**config.mk**
```make
export PLATFORM = sky130hd
export DESIGN_NAME = hue_majority_lamp_classifier_core
export DESIGN_NICKNAME = d
export VERILOG_FILES = /design/src/hw/rtl/hmlc_pkg.sv /design/src/hw/rtl/hmlc_band.sv /design/src/hw/rtl/hmlc_tally.sv /design/src/hw/rtl/hue_majority_lamp_classifier_core.sv
export SDC_FILE = /design/constraint.sdc
export NUM_CORES = 1
export LEC_CHECK = 0
export ABC_CLOCK_PERIOD_IN_PS = 5900
export BUFFER_PORTS_ARGS = -buffer_cell sky130_fd_sc_hd__buf_4
export CAP_MARGIN = 20
export CORE_MARGIN = 3
export CORE_UTILIZATION = 65
export CTS_BUF_LIST = sky130_fd_sc_hd__clkbuf_4 sky130_fd_sc_hd__clkbuf_8
export DETAILED_ROUTE_END_ITERATION = 12
export PLACE_DENSITY = 0.91
export SLEW_MARGIN = 0
export SYNTH_ARGS = -nofsm -noshare
export SYNTH_HDL_FRONTEND = slang
export SYNTH_SLANG_ARGS = --single-unit
```
**constraint.sdc**
```tcl
create_clock -name clk -period 5.9 [get_ports clk]
set_input_delay 0 -clock clk [delete_from_list [all_inputs] [get_ports clk]]
set_output_delay 0 -clock clk [all_outputs]
set_load 0.02 [all_outputs]
```
**src/hw/rtl/hmlc_pkg.sv**
```systemverilog
// Shared types and constants of the hue majority lamp classifier.
package hmlc_pkg;

	localparam int unsigned HUE_BITS  = 8;
	localparam int unsigned VAL_BITS  = 8;
	localparam int unsigned DEG_BITS  = 9;
	localparam int unsigned CIDX_BITS = 3;
	localparam int unsigned CODE_BITS = 3;

	// configuration register indexes
	localparam logic [CIDX_BITS-1:0] CFG_RED_LOW     = 3'd0;
	localparam logic [CIDX_BITS-1:0] CFG_RED_HIGH    = 3'd1;
	localparam logic [CIDX_BITS-1:0] CFG_YELLOW_LOW  = 3'd2;
	localparam logic [CIDX_BITS-1:0] CFG_YELLOW_HIGH = 3'd3;
	localparam logic [CIDX_BITS-1:0] CFG_GREEN_LOW   = 3'd4;
	localparam logic [CIDX_BITS-1:0] CFG_GREEN_HIGH  = 3'd5;

	// inclusive hue band in degrees; wraps through 360 when lo > hi
	typedef struct packed {
		logic [DEG_BITS-1:0] lo;
		logic [DEG_BITS-1:0] hi;
	} band_t;

endpackage

```
**src/hw/rtl/hmlc_band.sv**
```systemverilog
// Hue band membership test with wraparound.
module hmlc_band (
	input  hmlc_pkg::band_t                band,
	input  logic [hmlc_pkg::DEG_BITS-1:0]  deg,
	output logic                           hit
);

	logic ge_lo;
	logic le_hi;

	assign ge_lo = (deg >= band.lo);
	assign le_hi = (deg <= band.hi);
	assign hit   = (band.lo <= band.hi) ? (ge_lo && le_hi) : (ge_lo || le_hi);

endmodule

```
**src/hw/rtl/hmlc_tally.sv**
```systemverilog
// Saturating region counter, cleared after the region's last pixel.
module hmlc_tally #(
	parameter int unsigned COUNT_BITS = 20
) (
	input  logic                  clk,
	input  logic                  arst_n,
	input  logic                  en,
	input  logic                  inc,
	input  logic                  clr,
	output logic [COUNT_BITS-1:0] cnt,
	output logic [COUNT_BITS-1:0] cnt_next
);

	logic [COUNT_BITS-1:0] cnt_q;

	// count including the pixel now in the stage
	assign cnt_next = (inc && (cnt_q != {COUNT_BITS{1'b1}})) ? cnt_q + COUNT_BITS'(1) : cnt_q;
	assign cnt      = cnt_q;

	always_ff @(posedge clk or negedge arst_n) begin
		if (!arst_n) begin
			cnt_q <= '0;
		end else if (en) begin
			cnt_q <= clr ? '0 : cnt_next;
		end
	end

endmodule

```
**src/hw/rtl/hue_majority_lamp_classifier_core.sv**
```systemverilog
// Top level of the hue majority lamp classifier.
//
// channel | signals                                           | direction
// --------+---------------------------------------------------+----------
// in      | in_valid/in_ready, hue_raw, brightness, last_pixel | sink
// out     | out_valid/out_ready, red_on, yellow_on, green_on,  | source
//         | lights_code                                       |
// cfg     | cfg_valid/cfg_ready, cfg_index, cfg_data           | sink
//
// One pixel per cycle unless a last pixel stalls. A pixel goes into the input
// register (s1); band compare, counter update and majority compare run from s1
// into the counters and the result register, which a region result enters when
// its last pixel leaves s1.
// Reset clears counters, bounds and all valid flags. Only a last pixel
// waiting on a full result register stalls; other pixels keep flowing.
// cfg_ready is always high.
module hue_majority_lamp_classifier_core #(
	parameter int unsigned COUNT_BITS = 20
) (
	input  logic                                clk,
	input  logic                                arst_n,
	// pixel input
	input  logic                                in_valid,
	output logic                                in_ready,
	input  logic [hmlc_pkg::HUE_BITS-1:0]       hue_raw,
	input  logic [hmlc_pkg::VAL_BITS-1:0]       brightness,
	input  logic                                last_pixel,
	// region result
	output logic                                out_valid,
	input  logic                                out_ready,
	output logic                                red_on,
	output logic                                yellow_on,
	output logic                                green_on,
	output logic [hmlc_pkg::CODE_BITS-1:0]      lights_code,
	// configuration writes
	input  logic                                cfg_valid,
	output logic                                cfg_ready,
	input  logic [hmlc_pkg::CIDX_BITS-1:0]      cfg_index,
	input  logic [hmlc_pkg::DEG_BITS-1:0]       cfg_data
);

	// hue band registers
	hmlc_pkg::band_t red_band_q, yellow_band_q, green_band_q;

	assign cfg_ready = 1'b1;

	always_ff @(posedge clk or negedge arst_n) begin
		if (!arst_n) begin
			red_band_q    <= '0;
			yellow_band_q <= '0;
			green_band_q  <= '0;
		end else if (cfg_valid) begin
			unique case (cfg_index)
				hmlc_pkg::CFG_RED_LOW:     red_band_q.lo    <= cfg_data;
				hmlc_pkg::CFG_RED_HIGH:    red_band_q.hi    <= cfg_data;
				hmlc_pkg::CFG_YELLOW_LOW:  yellow_band_q.lo <= cfg_data;
				hmlc_pkg::CFG_YELLOW_HIGH: yellow_band_q.hi <= cfg_data;
				hmlc_pkg::CFG_GREEN_LOW:   green_band_q.lo  <= cfg_data;
				hmlc_pkg::CFG_GREEN_HIGH:  green_band_q.hi  <= cfg_data;
				default: ; // unknown index: dropped
			endcase
		end
	end

	// stage 1: registered input transaction
	logic                              vld_s1;
	logic [hmlc_pkg::HUE_BITS-1:0]     hue_s1;
	logic                              pix_s1;
	logic                              last_s1;

	logic out_valid_q;
	logic adv1;

	// s1 only holds when it carries a last pixel and the result slot is busy
	assign adv1     = vld_s1 && (!last_s1 || !out_valid_q || out_ready);
	assign in_ready = !vld_s1 || adv1;

	always_ff @(posedge clk or negedge arst_n) begin
		if (!arst_n) begin
			vld_s1 <= 1'b0;
		end else if (in_ready) begin
			vld_s1 <= in_valid;
		end
	end

	always_ff @(posedge clk) begin
		if (in_ready && in_valid) begin
			hue_s1  <= hue_raw;
			pix_s1  <= (brightness != '0);
			last_s1 <= last_pixel;
		end
	end

	// hue doubled into degrees (raw values above 179 are kept as is)
	logic [hmlc_pkg::DEG_BITS-1:0] deg_s1;
	logic red_hit, yellow_hit, green_hit;

	assign deg_s1 = {hue_s1, 1'b0};

	hmlc_band u_red_band    (.band(red_band_q),    .deg(deg_s1), .hit(red_hit));
	hmlc_band u_yellow_band (.band(yellow_band_q), .deg(deg_s1), .hit(yellow_hit));
	hmlc_band u_green_band  (.band(green_band_q),  .deg(deg_s1), .hit(green_hit));

	// region counters; cleared when the last pixel leaves s1
	logic [COUNT_BITS-1:0] valid_cnt, red_cnt, yellow_cnt, green_cnt;
	logic [COUNT_BITS-1:0] valid_nxt, red_nxt, yellow_nxt, green_nxt;

	hmlc_tally #(.COUNT_BITS(COUNT_BITS)) u_valid_tally (
		.clk(clk), .arst_n(arst_n), .en(adv1), .inc(pix_s1), .clr(last_s1),
		.cnt(valid_cnt), .cnt_next(valid_nxt));
	hmlc_tally #(.COUNT_BITS(COUNT_BITS)) u_red_tally (
		.clk(clk), .arst_n(arst_n), .en(adv1), .inc(pix_s1 && red_hit), .clr(last_s1),
		.cnt(red_cnt), .cnt_next(red_nxt));
	hmlc_tally #(.COUNT_BITS(COUNT_BITS)) u_yellow_tally (
		.clk(clk), .arst_n(arst_n), .en(adv1), .inc(pix_s1 && yellow_hit), .clr(last_s1),
		.cnt(yellow_cnt), .cnt_next(yellow_nxt));
	hmlc_tally #(.COUNT_BITS(COUNT_BITS)) u_green_tally (
		.clk(clk), .arst_n(arst_n), .en(adv1), .inc(pix_s1 && green_hit), .clr(last_s1),
		.cnt(green_cnt), .cnt_next(green_nxt));

	// strict majority: 2 * count > valid, one bit wider to avoid overflow
	logic red_maj, yellow_maj, green_maj;
	assign red_maj    = {red_nxt, 1'b0}    > {1'b0, valid_nxt};
	assign yellow_maj = {yellow_nxt, 1'b0} > {1'b0, valid_nxt};
	assign green_maj  = {green_nxt, 1'b0}  > {1'b0, valid_nxt};

	logic red_q, yellow_q, green_q;

	always_ff @(posedge clk or negedge arst_n) begin
		if (!arst_n) begin
			out_valid_q <= 1'b0;
		end else if (adv1 && last_s1) begin
			out_valid_q <= 1'b1;
		end else if (out_ready) begin
			out_valid_q <= 1'b0;
		end
	end

	always_ff @(posedge clk) begin
		if (adv1 && last_s1) begin
			red_q    <= red_maj;
			yellow_q <= yellow_maj;
			green_q  <= green_maj;
		end
	end

	assign out_valid   = out_valid_q;
	assign red_on      = red_q;
	assign yellow_on   = yellow_q;
	assign green_on    = green_q;
	assign lights_code = {green_q, yellow_q, red_q};

	// a color count can never pass the valid count
	assert property (@(posedge clk) disable iff (!arst_n)
		(red_cnt <= valid_cnt) && (yellow_cnt <= valid_cnt) && (green_cnt <= valid_cnt))
		else $error("color count exceeds valid count");

	// the valid counter is empty right after a region result is loaded
	assert property (@(posedge clk) disable iff (!arst_n)
		(adv1 && last_s1) |=> (valid_cnt == '0))
		else $error("counters not cleared after region end");

	// input only stalls when stage 1 holds a blocked transaction
	assert property (@(posedge clk) disable iff (!arst_n)
		!in_ready |-> (vld_s1 && last_s1 && out_valid_q))
		else $error("input stalled without a blocked region result");

endmodule
```
* Yosys cells after proc, flatten, opt, wreduce, memory -nomap -nowiden
Index checks and enable logic that the tools add are counted.
** Word-level totals
- Bits in registers :: 149
- Bits in latches :: 0
- Memory bits (writable) :: 0
- Bits in read-only memories :: 0
- Input bits :: 34
- Memories kept :: 0
** Cells by class
- Add/sub/neg operators :: 4
- $mul :: 0
- Div/mod/pow operators :: 0
- Magnitude comparators :: 12
- Eq/ne operators :: 9
- Shift operators :: 0
- Mux-type cells :: 13
- Bitwise logic cells :: 0
- Reductions and logical operators :: 31
** Operator list (number)
- 20-bit 2-to-1 mux :: 8
- 20-bit by 1-bit adder with 20-bit output, second input constant :: 4
- 20-bit inequality test, second input constant :: 4
- 21-bit by 20-bit > comparator with 1-bit output :: 3
- 9-bit <= comparator :: 6
- 9-bit greater-or-equal comparator :: 3
- 1-bit logical AND :: 13
- 2-bit AND reduction :: 6
- 8-bit nonzero test :: 1
- 3-bit by 2-bit equality test with 1-bit output, second input constant :: 2
- 3-bit equality test, second input constant :: 2
- 1-bit logical OR :: 6
- 1-bit 2-to-1 mux :: 5
- 3-bit by 1-bit equality test with 1-bit output, second input constant :: 1
- 1-bit zero test :: 3
- 3-bit zero test :: 1
- 2-bit nonzero test :: 1

* Longest topological paths before layout
- Word-level depth :: 7
- Depth in mapped cells :: 21
- Depth with buffers taken out :: 19

* Cells and area by module
Synthesis repeated with hierarchy kept, for this count alone.
** Unflattened totals
- Cell total of the unflattened synthesis :: 1265
- Area total of the unflattened synthesis :: 12095.4 um^2
** By module, submodules not included
- hmlc_tally :: instances 4, cells an instance 173, area each 1546.5 um^2, sequential area each 500.5 um^2
- hue_majority_lamp_classifier_core :: instances 1, cells an instance 327, area each 3972.6 um^2, sequential area each 1791.7 um^2
- hmlc_band :: instances 3, cells an instance 82, area each 645.6 um^2, sequential area each 0.0 um^2

* Worst setup path before layout
No wires, ideal clock.
- Path type :: reg2reg
- Start :: register hue_s1[1] (netlist bit)
- End :: register red_q (netlist: red_on), data pin
- Library setup time :: 254 ps
- Arrival time :: 3951 ps
- Slack :: 1696 ps
- Stages on the path, launching flop included :: 19
- Buffers on the path :: 0
- Cells stage by stage :: edfxtp_1 > ha_1 > a21o_1 > a21o_1 > a211oi_1 > nor2_1 > maj3_1 > nor3_1 > and2_1 > xnor2_1 > ha_1 > and3_1 > nand3_1 > nor2_1 > a221oi_1 > a21oi_1 > a2111oi_0 > o21ai_0 > a21o_1
** Between the ends
- Longest elaborated chain between the ends :: 7
** RTL lines
- from (decl) :: RTL line hue_majority_lamp_classifier_core.sv:67 : logic [hmlc_pkg::HUE_BITS-1:0] hue_s1;
- from (signal assigned) :: RTL line hue_majority_lamp_classifier_core.sv:88 : hue_s1 <= hue_raw;
- 9-bit greater-or-equal comparator or 9-bit <= comparator (tied branches) :: RTL line hmlc_band.sv:11, hmlc_band.sv:12
- 1-bit logical OR or 1-bit logical AND (tied branches) :: RTL line hmlc_band.sv:13 : assign hit = (band.lo <= band.hi) ? (ge_lo && le_hi) : (ge_lo || le_hi);
- 1-bit 2-to-1 mux * :: RTL line hmlc_band.sv:13
- 1-bit logical AND * :: RTL line hue_majority_lamp_classifier_core.sv:112 : .clk(clk), .arst_n(arst_n), .en(adv1), .inc(pix_s1 && red_hit), .clr(last_s1),
- 1-bit logical AND * :: RTL line hmlc_tally.sv:17 : assign cnt_next = (inc && (cnt_q != {COUNT_BITS{1'b1}})) ? cnt_q + COUNT_BITS'(1) : cnt_q;
- 20-bit 2-to-1 mux * :: RTL line hmlc_tally.sv:17
- 21-bit by 20-bit > comparator with 1-bit output * :: RTL line hue_majority_lamp_classifier_core.sv:123 : assign red_maj = {red_nxt, 1'b0} > {1'b0, valid_nxt};
- via red_maj :: RTL line hue_majority_lamp_classifier_core.sv:122 : logic red_maj, yellow_maj, green_maj;
- to (signal assigned) :: RTL line hue_majority_lamp_classifier_core.sv:141 : red_q <= red_maj;
- to (decl) :: RTL line hue_majority_lamp_classifier_core.sv:127 : logic red_q, yellow_q, green_q;
Mark *: on every way through the listed nets, which the timed path passes. The rest lies on a longest branch.
A chain may end at the register's enable or synchronous reset.

* Worst setup path after layout
Same ends and word-level chain as after synthesis.

==> metrics.cfg <==
[outcome]
outcome = complete, no violations

[clock_tree]
cts_root_buf = clkbuf_8
htreeDepth = 4
clock-sinks = 149
clk_latency_ps = 480
post_cts_resized = 0
cts_buffers = 17
cts_tree = yes
clock_path_buffers = 2
clk_pin_slew_ps = 100

[placement]
placed_area_mm2 = 0.01152
placedCellCount = 1463
port_buffers = 41
place_congestion = 0.9561
hpwl_um = 20170

[routing]
firstDrtPassIters = 6
drc = 0
ant_nets = 0
num_vias = 10160
routed_wl_um = 30470
avgRoutedWirePerCell_um = 20.03
drt_iter0_drc = 1146
vias_per_cell = 6.680

[floorplan]
die_x_um = 136.6
initial_core_util = 0.6660
die_h_um = 136.6
dieArea_mm2 = 0.01866
core_area_mm2 = 0.01664
rows = 47
io_pins = 43

[sta]
finalCritPeriodShare = 0.8481
setup_viol = 0
skew_ps = 15.28
tightest_slew_ps = 897.6
fin_tns_setup_ps = 0
drv_slew = 0
hold_viol = 0
slew-limit-headroom = 0.4016
fmax_ghz = 0.1999
layout_min_cycle_time_ps = 5004
rsz0062_at_grt = no

[logic_synthesis]
synth-compound-area-share = 0.1858
synth_xor_area_frac = 0.05926
syn_area_per_cell_um2 = 8.889
postSynthCellCount = 1247
ys_seq_area_frac = 0.3423
yosys-mux-area-fraction = 0.02495
synth_flop_cell = dfrtp_1
synth-edff-count = 13
synth_top_family_by_area = compound AO/OA/AOI/OAI gates
yosysWarnings = 0
ys_ff_latch = 149
synth_fa_ha_area_frac = 0.1562
synthArstFlopShare = 0.9128
ys_types = 72
yosys.area_share.simple = 0.1818
syn_nets = 1417
synth_area_mm2 = 0.01108

[global_routing]
grtUsageMet1 = 0.4433
grt_overflow = 0
grt_use_met2 = 0.5249
antenna_found_initial = 1
grt.busiest_layer = met2
grt_usage = 0.3341
grt_max_degree = 70
grt_first_pass_wirelength_um = 49010
use_met3 = 0.06471
grt_pass1_vias = 9943

[critical_path]
start_kind = flop
cp_max_fo = 14
crit_required_ps = 6140
critPathMaxStageDelay_ps = 580
setup.worst_path.end_class = flop
cpMaxStageDelayCell = maj3_1
path_cells = ha_1, a21o_1, a21o_1, a211oi_1, nor2_1, maj3_1, nor2_1, nand3_1, xnor2_1, ha_1, and3_1, nand3_1, nor2_1, a221oi_1, a21oi_1, a2111oi_0, o21ai_0, a21o_1
path_class = reg -> reg
worst_ep_arrival_time_ps = 5250

[power]
p_leak_nw = 5.616
p_per_area_mw_per_mm2 = 267.9
peakVddDrop_mv = 0.2258
power_mw = 3.247

[cells_and_area]
final_cell_mix = nand2_1, ha_1, dfrtp_1
fillers = 1118
area_growth_pct = 9.347
fin_area_mm2 = 0.01212
fin_nets = 1457
drive_gt1_frac = 0.09546
final_cells = 1521
final_common_cell = nand2_1

[hold_path]
hold_path_class = in -> reg

[job]
max_cap_viol_count = 0

metal layers:
layer,vias up,part of all wire
li1,4629,-
met1,4809,0.40
met2,578,0.46
met3,145,0.094
met4,0,0.046
met5,-,0
cell families (layout without fill, tap and decap cells):
family                   Yosys count  count (layout)
AO/OA/AOI/OAI                    323             323
XOR/XNOR                          75              75
adder cells (fa/ha/maj)          139             139
buffers and inverters            129             181
flip-flops                       149             149
multiplexers                      25              25
other                              1               3
AND/OR/NAND/NOR                  406             406
stage by stage:
stage	setup WS, ps	hold WS, ps	util
floorplan	1696	-295.6	-
global placement	1243	43.46	0.6920
detailed placement	975.5	46.24	0.6920
CTS	954.3	24.76	0.7280
global route	633.1	67.62	0.7281
finish	896.4	57.91	0.7283
cells in the mapped netlist (5+ instances only):
| library cell | instances | area, um2 |
|---|---|---|
| nor2b_1 | 8 | 50.05 |
| edfxtp_1 | 13 | 390.4 |
| nand2_1 | 156 | 585.6 |
| ha_1 | 136 | 1702 |
| buf_2 | 5 | 25.02 |
| o31ai_1 | 30 | 225.2 |
| and4_1 | 9 | 78.83 |
| a21oi_1 | 58 | 290.3 |
| dfrtp_1 | 136 | 3403 |
| nor3_1 | 17 | 85.08 |
| nand4_1 | 29 | 181.4 |
| nand2b_1 | 5 | 31.28 |
| nor4_1 | 7 | 43.79 |
| xor2_1 | 29 | 254.0 |
| and2_1 | 12 | 75.07 |
| buf_6 | 5 | 56.30 |
| nand3_1 | 39 | 195.2 |
| o21ai_0 | 111 | 555.5 |
| a22o_1 | 5 | 43.79 |
| a31oi_1 | 29 | 181.4 |
| mux2_2 | 21 | 236.5 |
| o211ai_1 | 8 | 60.06 |
| or3_1 | 8 | 50.05 |
| inv_1 | 70 | 262.8 |
| xnor2_1 | 46 | 402.9 |
| and3_1 | 32 | 200.2 |
| a221o_1 | 6 | 60.06 |
| buf_4 | 5 | 37.54 |
| or4_1 | 6 | 45.04 |
| nor2_1 | 58 | 217.7 |
| clkbuf_1 | 40 | 150.1 |
| a41oi_1 | 5 | 43.79 |
| a21o_1 | 27 | 202.7 |
worst max-delay path: cells and delay by family (launching register included):
kind | cells | cell delay [ps]
compound gates | 8 | 1610
fa+ha+maj | 3 | 1250
simple gates | 6 | 1180
flops | 1 | 540
xor+xnor | 1 | 170
where the power goes:
part / internal (mW) / total [mW] / switching (mW)
sequential: 1.17 / 1.28 / 0.113
clock: 0.300 / 0.762 / 0.463
combinational: 0.497 / 1.20 / 0.708
cell type report:
cell class | count | area, um2 | area share
Multi-Input combinational cell | 969 | 6768 | 0.5584
Sequential cell | 149 | 3794 | 0.3130
Timing Repair Buffer | 80 | 666.9 | 0.05502
Tap cell | 220 | 275.3 | 0.02271
Inverter | 70 | 262.8 | 0.02168
Clock buffer | 17 | 234.0 | 0.01930
Clock inverter | 14 | 115.1 | 0.009497
Antenna cell | 2 | 5.005 | 0.0004129
path summary, 6_finish.rpt:
kind	startpoint	end	cells past startpoint	slack, ps
worst max-delay path	hue_s1[1]	red_on	18	900
worst min-delay path	cfg_index[0]	green_band_q[12]	5	60
worst max register to register	hue_s1[1]	red_on	18	900
worst min register to register	green_band_q[2]	green_band_q[2]	1	510
max in group asynchronous	arst_n	u_green_tally.cnt[9]	3	4390
min in group asynchronous	arst_n	red_band_q[2]	2	100
registers in the layout, indices dropped and copies added, names as in the netlist, 8 cells and up:
signal,count
hue_s1,8
yellow_band_q,18
u_red_tally.cnt,20
u_yellow_tally.cnt,20
red_band_q,18
green_band_q,18
u_green_tally.cnt,20
u_valid_tally.cnt,20
what timing repair did:
action                                 4_1_cts  5_1_grt
endpoints found under the hold margin      134        0
setup endpoints to repair                    0        0
hold buffers                                25        0
buffers inserted                             0        0
Note: power is estimated with default switching activity, not from simulation.
